===== src/hdl/lsdot_pkg.sv =====
// shared constants and types for the sprite draw order table
package lsdot_pkg;
    localparam int MAX_SPRITES  = 16;
    localparam int LAYER_BITS   = 16;
    localparam int TEXTURE_BITS = 16;
    localparam int SEQ_BITS     = 32;

    localparam logic [3:0] CMD_INIT     = 4'd0;
    localparam logic [3:0] CMD_SHUTDOWN = 4'd1;
    localparam logic [3:0] CMD_CLEAR    = 4'd2;
    localparam logic [3:0] CMD_CREATE   = 4'd3;
    localparam logic [3:0] CMD_REMOVE   = 4'd4;
    localparam logic [3:0] CMD_LAYER    = 4'd5;
    localparam logic [3:0] CMD_VISIBLE  = 4'd6;
    localparam logic [3:0] CMD_TEXTURE  = 4'd7;
    localparam logic [3:0] CMD_QUERY    = 4'd8;
    localparam logic [3:0] CMD_DRAW     = 4'd9;

    typedef struct packed {
        logic [3:0]  command;
        logic [3:0]  slot_id;
        logic [15:0] layer;
        logic [15:0] texture;
        logic        texture_ok;
        logic        show;
    } t_cmd;

    typedef struct packed {
        logic        status;
        logic [3:0]  slot_out;
        logic [15:0] layer_out;
        logic [15:0] texture_out;
        logic        visible_out;
        logic        has_sprite;
        logic        last;
    } t_res;
endpackage


===== src/hdl/lsdot_if.sv =====
// valid/ready channel interfaces for commands and results
interface lsdot_cmd_if;
    logic                valid;
    logic                ready;
    lsdot_pkg::t_cmd     data;
    modport source (output valid, output data, input ready);
    modport sink   (input valid, input data, output ready);
endinterface

interface lsdot_res_if;
    logic                valid;
    logic                ready;
    lsdot_pkg::t_res     data;
    modport source (output valid, output data, input ready);
    modport sink   (input valid, input data, output ready);
endinterface


===== src/hdl/layered_sprite_draw_order_table_top.sv =====
// sprite slot table with a layer sorted draw list, one list step per cycle when not stalled
// simple commands offer their item in the cycle after acceptance; create and remove
// walk the list in S_INS or S_REM then S_OUT, a layer change in S_REM, S_INS, S_OUT
// draw all walks the list one entry a cycle unless stalled, one item per visible sprite
// one command at a time; ready returns the cycle after its last item is taken
// synchronous active low reset clears the table, list count and running flag
module layered_sprite_draw_order_table_top #(
    parameter int MAX_SPRITES  = lsdot_pkg::MAX_SPRITES,
    parameter int LAYER_BITS   = lsdot_pkg::LAYER_BITS,
    parameter int TEXTURE_BITS = lsdot_pkg::TEXTURE_BITS
) (
    input  logic            i_clk,
    input  logic            i_rst_n,
    lsdot_cmd_if.sink       i_cmd,
    lsdot_res_if.source     o_res
);
    localparam int SW = $clog2(MAX_SPRITES);
    localparam int CW = $clog2(MAX_SPRITES + 1);
    localparam int QW = lsdot_pkg::SEQ_BITS;

    localparam logic [2:0] S_IDLE = 3'd0;
    localparam logic [2:0] S_REM  = 3'd1;
    localparam logic [2:0] S_SHD  = 3'd2;
    localparam logic [2:0] S_INS  = 3'd3;
    localparam logic [2:0] S_DRAW = 3'd4;
    localparam logic [2:0] S_OUT  = 3'd5;

    logic [MAX_SPRITES-1:0]  r_used, r_vis;
    logic [LAYER_BITS-1:0]   r_layer [MAX_SPRITES];
    logic [QW-1:0]           r_seq   [MAX_SPRITES];
    logic [TEXTURE_BITS-1:0] r_tex   [MAX_SPRITES];
    logic [SW-1:0]           r_list  [MAX_SPRITES];
    logic [CW-1:0]           r_count;
    logic [QW-1:0]           r_nseq;
    logic                    r_run;

    logic [2:0]    r_state;
    logic [CW-1:0] r_idx;
    logic          r_found;
    logic [SW-1:0] r_slot;
    logic          r_ins;
    logic          r_ovalid;
    lsdot_pkg::t_res r_odata;

    // lowest free slot
    logic [SW-1:0] free_slot;
    logic          free_any;
    always_comb begin
        free_slot = '0;
        free_any  = 1'b0;
        for (int k = MAX_SPRITES - 1; k >= 0; k--) begin
            if (!r_used[k]) begin
                free_slot = SW'(k);
                free_any  = 1'b1;
            end
        end
    end

    lsdot_pkg::t_cmd c;
    logic [SW-1:0]         sid;
    logic                  sid_ok;
    logic [LAYER_BITS-1:0] c_lay;
    logic [TEXTURE_BITS-1:0] c_tex;
    assign c      = i_cmd.data;
    assign sid    = SW'(c.slot_id);
    assign sid_ok = r_run && (32'(c.slot_id) < MAX_SPRITES) && r_used[sid];
    assign c_lay  = LAYER_BITS'(signed'(c.layer));
    assign c_tex  = TEXTURE_BITS'(c.texture);

    // shared step unit: one list entry per cycle unless a draw is held by output stall
    logic [SW-1:0] prev_e, cur_e;
    logic          goes_first;
    logic [CW-1:0] idx_m1;
    assign idx_m1 = r_idx - CW'(1);
    assign prev_e = r_list[idx_m1[SW-1:0]];
    assign cur_e  = r_list[r_idx[SW-1:0]];
    always_comb begin
        if (r_layer[prev_e] != r_layer[r_slot])
            goes_first = $signed(r_layer[prev_e]) < $signed(r_layer[r_slot]);
        else
            goes_first = r_seq[prev_e] < r_seq[r_slot];
    end

    assign i_cmd.ready = (r_state == S_IDLE) && !r_ovalid;
    assign o_res.valid = r_ovalid;
    assign o_res.data  = r_odata;

    function automatic lsdot_pkg::t_res res1(input logic st);
        lsdot_pkg::t_res r;
        r = '0;
        r.status = st;
        r.last = 1'b1;
        return r;
    endfunction

    function automatic lsdot_pkg::t_res res_item(input logic [3:0] sl, input logic [15:0] ly,
                                                 input logic [15:0] tx, input logic vis,
                                                 input logic has, input logic lst);
        lsdot_pkg::t_res r;
        r = '0;
        r.slot_out    = sl;
        r.layer_out   = ly;
        r.texture_out = tx;
        r.visible_out = vis;
        r.has_sprite  = has;
        r.last        = lst;
        return r;
    endfunction

    always_ff @(posedge i_clk) begin
        if (!i_rst_n) begin
            r_used   <= '0;
            r_vis    <= '0;
            r_count  <= '0;
            r_nseq   <= '0;
            r_run    <= 1'b0;
            r_state  <= S_IDLE;
            r_ovalid <= 1'b0;
            r_idx    <= '0;
            r_found  <= 1'b0;
            r_ins    <= 1'b0;
            for (int k = 0; k < MAX_SPRITES; k++) begin
                r_layer[k] <= '0;
                r_seq[k]   <= '0;
                r_tex[k]   <= '0;
            end
        end else begin
            case (r_state)
                S_IDLE: begin
                    if (i_cmd.valid && i_cmd.ready) begin
                        r_found <= 1'b0;
                        case (c.command)
                            lsdot_pkg::CMD_INIT, lsdot_pkg::CMD_SHUTDOWN,
                            lsdot_pkg::CMD_CLEAR: begin
                                r_ovalid <= 1'b1;
                                if (c.command == lsdot_pkg::CMD_INIT || r_run) begin
                                    r_used  <= '0;
                                    r_vis   <= '0;
                                    r_count <= '0;
                                    r_nseq  <= '0;
                                    for (int k = 0; k < MAX_SPRITES; k++) begin
                                        r_layer[k] <= '0;
                                        r_seq[k]   <= '0;
                                        r_tex[k]   <= '0;
                                    end
                                    r_run <= (c.command != lsdot_pkg::CMD_SHUTDOWN);
                                    r_odata <= res1(1'b0);
                                end else begin
                                    r_odata <= res1(1'b1);
                                end
                            end
                            lsdot_pkg::CMD_CREATE: begin
                                if (c.texture_ok && r_run && free_any) begin
                                    r_used[free_slot]  <= 1'b1;
                                    r_vis[free_slot]   <= 1'b1;
                                    r_tex[free_slot]   <= c_tex;
                                    r_layer[free_slot] <= c_lay;
                                    r_seq[free_slot]   <= r_nseq;
                                    r_nseq  <= r_nseq + QW'(1);
                                    r_slot  <= free_slot;
                                    r_idx   <= r_count;
                                    r_ovalid <= 1'b0;
                                    r_odata <= res_item(4'(free_slot), '0, '0, 1'b0, 1'b0,
                                                        1'b1);
                                    r_state <= S_INS;
                                end else begin
                                    r_ovalid <= 1'b1;
                                    r_odata  <= res1(1'b1);
                                end
                            end
                            lsdot_pkg::CMD_REMOVE: begin
                                if (sid_ok) begin
                                    r_used[sid]  <= 1'b0;
                                    r_vis[sid]   <= 1'b0;
                                    r_layer[sid] <= '0;
                                    r_seq[sid]   <= '0;
                                    r_tex[sid]   <= '0;
                                    r_slot   <= sid;
                                    r_idx    <= '0;
                                    r_ins    <= 1'b0;
                                    r_ovalid <= 1'b0;
                                    r_odata  <= res1(1'b0);
                                    r_state  <= S_REM;
                                end else begin
                                    r_ovalid <= 1'b1;
                                    r_odata  <= res1(1'b1);
                                end
                            end
                            lsdot_pkg::CMD_LAYER: begin
                                if (sid_ok) begin
                                    r_odata <= res1(1'b0);
                                    if (r_layer[sid] != c_lay) begin
                                        r_layer[sid] <= c_lay;
                                        r_slot   <= sid;
                                        r_idx    <= '0;
                                        r_ins    <= 1'b1;
                                        r_ovalid <= 1'b0;
                                        r_state  <= S_REM;
                                    end else begin
                                        r_ovalid <= 1'b1;
                                    end
                                end else begin
                                    r_ovalid <= 1'b1;
                                    r_odata  <= res1(1'b1);
                                end
                            end
                            lsdot_pkg::CMD_VISIBLE: begin
                                r_ovalid <= 1'b1;
                                if (sid_ok) begin
                                    r_vis[sid] <= c.show;
                                    r_odata <= res1(1'b0);
                                end else begin
                                    r_odata <= res1(1'b1);
                                end
                            end
                            lsdot_pkg::CMD_TEXTURE: begin
                                r_ovalid <= 1'b1;
                                if (sid_ok && c.texture_ok) begin
                                    r_tex[sid] <= c_tex;
                                    r_odata <= res1(1'b0);
                                end else begin
                                    r_odata <= res1(1'b1);
                                end
                            end
                            lsdot_pkg::CMD_QUERY: begin
                                r_ovalid <= 1'b1;
                                if (sid_ok) begin
                                    r_odata <= res_item(c.slot_id,
                                                        16'(signed'(r_layer[sid])),
                                                        16'(r_tex[sid]), r_vis[sid],
                                                        1'b0, 1'b1);
                                end else begin
                                    r_odata <= res1(1'b1);
                                end
                            end
                            lsdot_pkg::CMD_DRAW: begin
                                if (r_run) begin
                                    r_idx    <= '0;
                                    r_ovalid <= 1'b0;
                                    r_state  <= S_DRAW;
                                end else begin
                                    r_ovalid <= 1'b1;
                                    r_odata  <= res1(1'b1);
                                end
                            end
                            default: begin
                                r_ovalid <= 1'b1;
                                r_odata  <= res1(1'b1);
                            end
                        endcase
                    end else if (o_res.ready) begin
                        r_ovalid <= 1'b0;
                    end
                end
                S_REM: begin
                    // find the slot then close the gap
                    if (r_idx >= r_count) begin
                        r_idx   <= r_count;
                        r_state <= r_ins ? S_INS : S_OUT;
                    end else if (r_found || cur_e == r_slot) begin
                        r_found <= 1'b1;
                        if (r_idx + CW'(1) < r_count) begin
                            r_list[r_idx[SW-1:0]] <= r_list[SW'(r_idx + CW'(1))];
                            r_idx <= r_idx + CW'(1);
                        end else begin
                            r_count <= r_count - CW'(1);
                            r_idx   <= r_count - CW'(1);
                            r_state <= r_ins ? S_INS : S_OUT;
                        end
                    end else begin
                        r_idx <= r_idx + CW'(1);
                    end
                end
                S_INS: begin
                    if (r_idx != '0 && !goes_first) begin
                        r_list[r_idx[SW-1:0]] <= prev_e;
                        r_idx <= idx_m1;
                    end else begin
                        r_list[r_idx[SW-1:0]] <= r_slot;
                        r_count <= r_count + CW'(1);
                        r_state <= S_OUT;
                    end
                end
                S_DRAW: begin
                    if (!r_ovalid || o_res.ready) begin
                        if (r_idx >= r_count) begin
                            r_ovalid <= 1'b1;
                            r_odata  <= res1(1'b0);
                            r_state  <= S_SHD;
                        end else begin
                            r_idx <= r_idx + CW'(1);
                            if (r_used[cur_e] && r_vis[cur_e]) begin
                                r_ovalid <= 1'b1;
                                r_odata  <= res_item(4'(cur_e),
                                                     16'(signed'(r_layer[cur_e])),
                                                     16'(r_tex[cur_e]), 1'b1, 1'b1, 1'b0);
                            end else begin
                                r_ovalid <= 1'b0;
                            end
                        end
                    end
                end
                S_OUT: begin
                    r_ovalid <= 1'b1;
                    r_odata.last <= 1'b1;
                    r_state <= S_IDLE;
                end
                S_SHD: begin
                    if (!r_ovalid || o_res.ready) begin
                        r_ovalid <= 1'b0;
                        r_state  <= S_IDLE;
                    end
                end
                default: r_state <= S_IDLE;
            endcase
        end
    end
endmodule


===== src/flat_wrapper.sv =====
// flat-port wrapper written by rule: the top's interface ports become plain ports
module layered_sprite_draw_order_table_top_flat 
#(
    parameter int MAX_SPRITES  = lsdot_pkg::MAX_SPRITES,
    parameter int LAYER_BITS   = lsdot_pkg::LAYER_BITS,
    parameter int TEXTURE_BITS = lsdot_pkg::TEXTURE_BITS
)
  (i_clk, i_rst_n, i_cmd_valid, i_cmd_data, i_cmd_ready, o_res_valid, o_res_data, o_res_ready);
  lsdot_cmd_if i_cmd_i ();
  lsdot_res_if o_res_i ();
  input  logic i_clk;
  input  logic i_rst_n;
  input wire logic [$bits(i_cmd_i.valid)-1:0] i_cmd_valid;
  input wire logic [$bits(i_cmd_i.data)-1:0] i_cmd_data;
  output wire logic [$bits(i_cmd_i.ready)-1:0] i_cmd_ready;
  output wire logic [$bits(o_res_i.valid)-1:0] o_res_valid;
  output wire logic [$bits(o_res_i.data)-1:0] o_res_data;
  input wire logic [$bits(o_res_i.ready)-1:0] o_res_ready;
  assign i_cmd_i.valid = i_cmd_valid;
  assign i_cmd_i.data = i_cmd_data;
  assign i_cmd_ready = i_cmd_i.ready;
  assign o_res_valid = o_res_i.valid;
  assign o_res_data = o_res_i.data;
  assign o_res_i.ready = o_res_ready;
  layered_sprite_draw_order_table_top #(.MAX_SPRITES(MAX_SPRITES), .LAYER_BITS(LAYER_BITS), .TEXTURE_BITS(TEXTURE_BITS)) u_core (.i_clk(i_clk), .i_rst_n(i_rst_n), .i_cmd(i_cmd_i), .o_res(o_res_i));
endmodule

===== config.mk =====
export PLATFORM = sky130hd
export DESIGN_NAME = layered_sprite_draw_order_table_top_flat
export DESIGN_NICKNAME = d
export VERILOG_FILES = /design/src/hdl/lsdot_pkg.sv /design/src/hdl/lsdot_if.sv /design/src/hdl/layered_sprite_draw_order_table_top.sv /design/src/flat_wrapper.sv
export SDC_FILE = /design/constraint.sdc
export NUM_CORES = 2
export LEC_CHECK = 0
export BUFFER_PORTS_ARGS = -buffer_cell sky130_fd_sc_hd__buf_2
export CAP_MARGIN = 25
export CORE_ASPECT_RATIO = 0.9
export CORE_MARGIN = 4
export CORE_UTILIZATION = 40
export CTS_CLUSTER_SIZE = 30
export DETAILED_ROUTE_END_ITERATION = 8
export GPL_ROUTABILITY_DRIVEN = 0
export PLACE_DENSITY = 0.6
export SETUP_SLACK_MARGIN = 0.2
export SLEW_MARGIN = 20
export SYNTH_ARGS = -nofsm -noshare
export SYNTH_HDL_FRONTEND = slang
export SYNTH_SLANG_ARGS = --single-unit

===== constraint.sdc =====
create_clock -name i_clk -period 7.7 [get_ports i_clk]
set_clock_uncertainty 0.2 [all_clocks]
set_input_delay 0.385 -clock i_clk [delete_from_list [all_inputs] [get_ports i_clk]]
set_output_delay 0.385 -clock i_clk [all_outputs]
set_load 0.01 [all_outputs]

==> flow_summary.ini <==
[logic_synthesis]
yosysSeqAreaShare_pct = 50.9
synth_area_per_cell_sq_um = 11.9
async_flop_share_pct = 0
syn_nets = 6007
syn_inst = 5896
ys.flop_type = edfxtp_1
synth.distinct_cells = 90
synth_edf_count = 1132
synth.cell_area_sq_um = 70300
synth-seq-cells = 1221
yosysWarnings = 0

[layout]
layout_common_cells = 1142 x nor2_1, 1132 x edfxtp_1, 595 x nand2_1, 570 x mux4_2, 241 x a211oi_1
drive_gt1_share_pct = 20.6
area_delta_synth_final_pct = 12.0
seqCellArea_sq_um = 35800
final_nets = 5934
instances_no_fill = 8213
multiInputGateArea_sq_um = 32400
stdcell_area_sq_um = 78700
final_common_cell = nor2_1
n_fill_cell = 15579
finish.utilization_pct = 45.2

[clock_tree]
cts_tree = done
cts_setup_buffers = 0
clock_sinks = 1221
clk_latency_ps = 790
numCtsBuffers = 139
clockRootBuffer = clkbuf_16
cts_buffer_depth = 3
clk_pin_slew_worst_paths_ps = 60
cts_max_level = 4

[sta]
hold_slack_ps = 58.1
slew_viol_final = 0
fmax_ghz = 0.139
worst_pin_slew_ps = 1110
fin_crit_ps = 7170
fin_ws_ps = 528
relSlewSlack_pct = 25.5
tns_ps = 0
rsz0062_at_grt = false
setup_viol = 0
hold_viol = 0
fin_crit_sh_pct = 93.1

[global_routing]
grt_util_met2_pct = 39.2
use_met1_pct = 36.9
grt_pass1_vias = 51614
use_met3_pct = 5.83
antenna_found_initial = 7
gr-total-overflow = 0
grt_usage_pct = 26.1
grt.busiest_layer = met2
grt_pass1_wl_microns = 354000
grt_max_degree = 135

[route]
via_count = 53760
drtPass1Iterations = 8
wire_per_inst_microns = 29.6
drt_first_iter_violations = 7840
drc = 0
ant_nets = 0
drt-vias-per-instance = 6.55
finalWirelength_microns = 243000

[hold_path]
worstHoldPathCells = 5
hp-class = in -> reg
hold_end = u_core.o_res.data[2]
hp-start = i_cmd_data[41]

[floorplanning]
start_util_pct = 40.3
io_pins = 88
die_area_sq_um = 182000
fp.dieH_microns = 406
core_area_sq_um = 174000
dieWidth_microns = 450
num_rows = 145

[setup_path]
arrival_ps = 7490
crit_family = compound AO/OA/AOI/OAI gates
cpPeakStageDelay_ps = 880
cp_slowest_cell = mux4_4
cp_cell_sequence = inv_1 -> ha_1 -> xor2_1 -> buf_4 -> mux4_2 -> mux4_4 -> buf_12 -> a211oi_1 -> a31oi_1 -> a211oi_1 -> a21oi_1 -> ha_1 -> nand4_1 -> nor3_1 -> nand4_1 -> a311oi_1 -> buf_4 -> a21oi_1 -> buf_4 -> nor2b_1 -> o31ai_1 -> o311a_1
critPathLaunch = u_core.r_idx[1]
required_ps = 8010
crit_path_end_kind = register
rrSetupSlack_ps = 530
crit_top_cell = buf_4
cp_num_buf_inv = 5
path_max_fanout = 130
regToRegStartpoint = u_core.r_idx[1]
crit_type = reg -> reg
crit_path_start_kind = register
r2r-end = u_core.r_list[4][0]
rr_worst_depth = 22

[place]
dp_hpwl_microns = 147000
placedCellCount = 7935
placed_cell_area_sq_um = 73700
io_buffers = 87
dp_slack_ps = 364

[flow_run]
drv_cap = 0

[power]
p_int_mw = 13.8
pwr-share-clk_pct = 32.7
powerDensity_nw_per_um2 = 265
switching_share_pct = 33.9
seq_power_share_pct = 37.8
ir_worst_vdd_v = 0.000219
total_power_mw = 20.9
pwr-share-comb_pct = 29.5
p_leak_nw = 26.4
p_switching_mw = 7.07

[run_status]
status = completed
## how the worst max path moves through the flow
| stage | to | cells after the start |
|---|---|---|
| finish | u_core.r_list[4][0] | 22 |
| global route | u_core.r_list[7][1] | 24 |
| CTS | u_core.r_list[7][1] | 24 |
| detailed placement | u_core.r_list[11][1] | 24 |
| global placement | u_core.r_list[11][1] | 24 |
| floorplan | u_core.r_list[0][1] | 26 |
## metal layers
metal,vias to the layer above,wire (microns)
li1,22229,-
met1,27149,96200
met2,3808,108000
met3,572,29900
met4,2,9630
met5,-,13
## power by group through the flow
stage / clock [mW] / sequential [mW] / combinational, mW
2_1_floorplan: 0 / 7.92 / 4.13
3_3_place_gp: 0 / 7.99 / 5.93
3_5_place_dp: 0 / 8.01 / 6.00
4_1_cts: 6.89 / 7.87 / 6.03
5_1_grt: 7.17 / 7.91 / 6.57
6_report: 6.83 / 7.88 / 6.16
## logic make-up after synthesis
| family | Yosys count | synth area share (%) |
|---|---|---|
| flip-flops | 1221 | 50.9 |
| AO/OA/AOI/OAI | 931 | 9.22 |
| XOR/XNOR | 58 | 0.723 |
| adder cells (fa/ha/maj) | 65 | 1.16 |
| AND/OR/NAND/NOR | 2265 | 13.7 |
| multiplexers | 739 | 20.8 |
| buffers and inverters | 617 | 3.51 |
## area by class of cell
type                    instances  area share [%]
inverters                      83           0.396
clock inverters                67            1.29
clock buffers                 181            4.68
repair buffers                320            3.38
flip-flops and latches       1221            45.5
well taps                    2278            3.62
diodes                          5          0.0159
multi-input cells            4058            41.2
## synthesized netlist by cell type, drive strengths merged (8+ instances only)
cell type | instances | area, sq um
and2 | 194 | 1210
a211oi | 244 | 1840
ha | 65 | 813
xnor2 | 32 | 280
o31ai | 9 | 77.6
a21boi | 8 | 60.1
a21o | 18 | 135
o22ai | 16 | 100
o21ai | 126 | 631
nand4 | 26 | 163
nand2b | 19 | 119
clkbuf | 409 | 1540
or2 | 8 | 50.1
and3 | 41 | 257
nor2b | 15 | 93.8
o21a | 21 | 158
mux2 | 49 | 552
nand2 | 614 | 2300
or3 | 9 | 56.3
o211ai | 12 | 95.1
mux4 | 571 | 12900
a31oi | 106 | 678
nor4 | 9 | 71.3
mux2i | 119 | 1200
xor2 | 26 | 228
nor2 | 1146 | 4300
inv | 82 | 308
a22oi | 8 | 115
o311a | 13 | 130
buf | 125 | 623
edfxtp | 1132 | 34000
a21oi | 192 | 995
a311oi | 101 | 891
nor3 | 96 | 480
dfxtp | 89 | 1780
a2111oi | 8 | 83.8
nand3 | 69 | 345
## worst reg2reg max path, stage by stage (launching register included)
cell and delay (ps):
dfxtp_1 500, inv_1 170, ha_1 240, xor2_1 170, buf_4 260, mux4_2 340
mux4_4 880, buf_12 410, a211oi_1 330, a31oi_1 80, a211oi_1 330, a21oi_1 80
ha_1 370, nand4_1 250, nor3_1 440, nand4_1 150, a311oi_1 320, buf_4 230
a21oi_1 80, buf_4 170, nor2b_1 130, o31ai_1 250, o311a_1 530
## flip-flops by register name (all words and copies together), names as in the netlist, named ones only
signal              cells
u_core.r_seq          512
u_core.r_layer        256
u_core.r_tex          256
u_core.r_list          64
u_core.o_res.data      40
u_core.r_nseq          32
u_core.r_used          16
u_core.r_vis           16
u_core.r_count          5
u_core.r_idx            5
u_core.r_slot           4
u_core.r_state          3
u_core.o_res.valid      1
u_core.r_found          1
u_core.r_ins            1
u_core.r_run            1
## repair_timing
action,CTS,global route
hold endpoints to repair,69,0
resized for setup,0,5
hold buffers,23,0
setup endpoints to repair,0,74
Power figures use the tool's default switching activity.
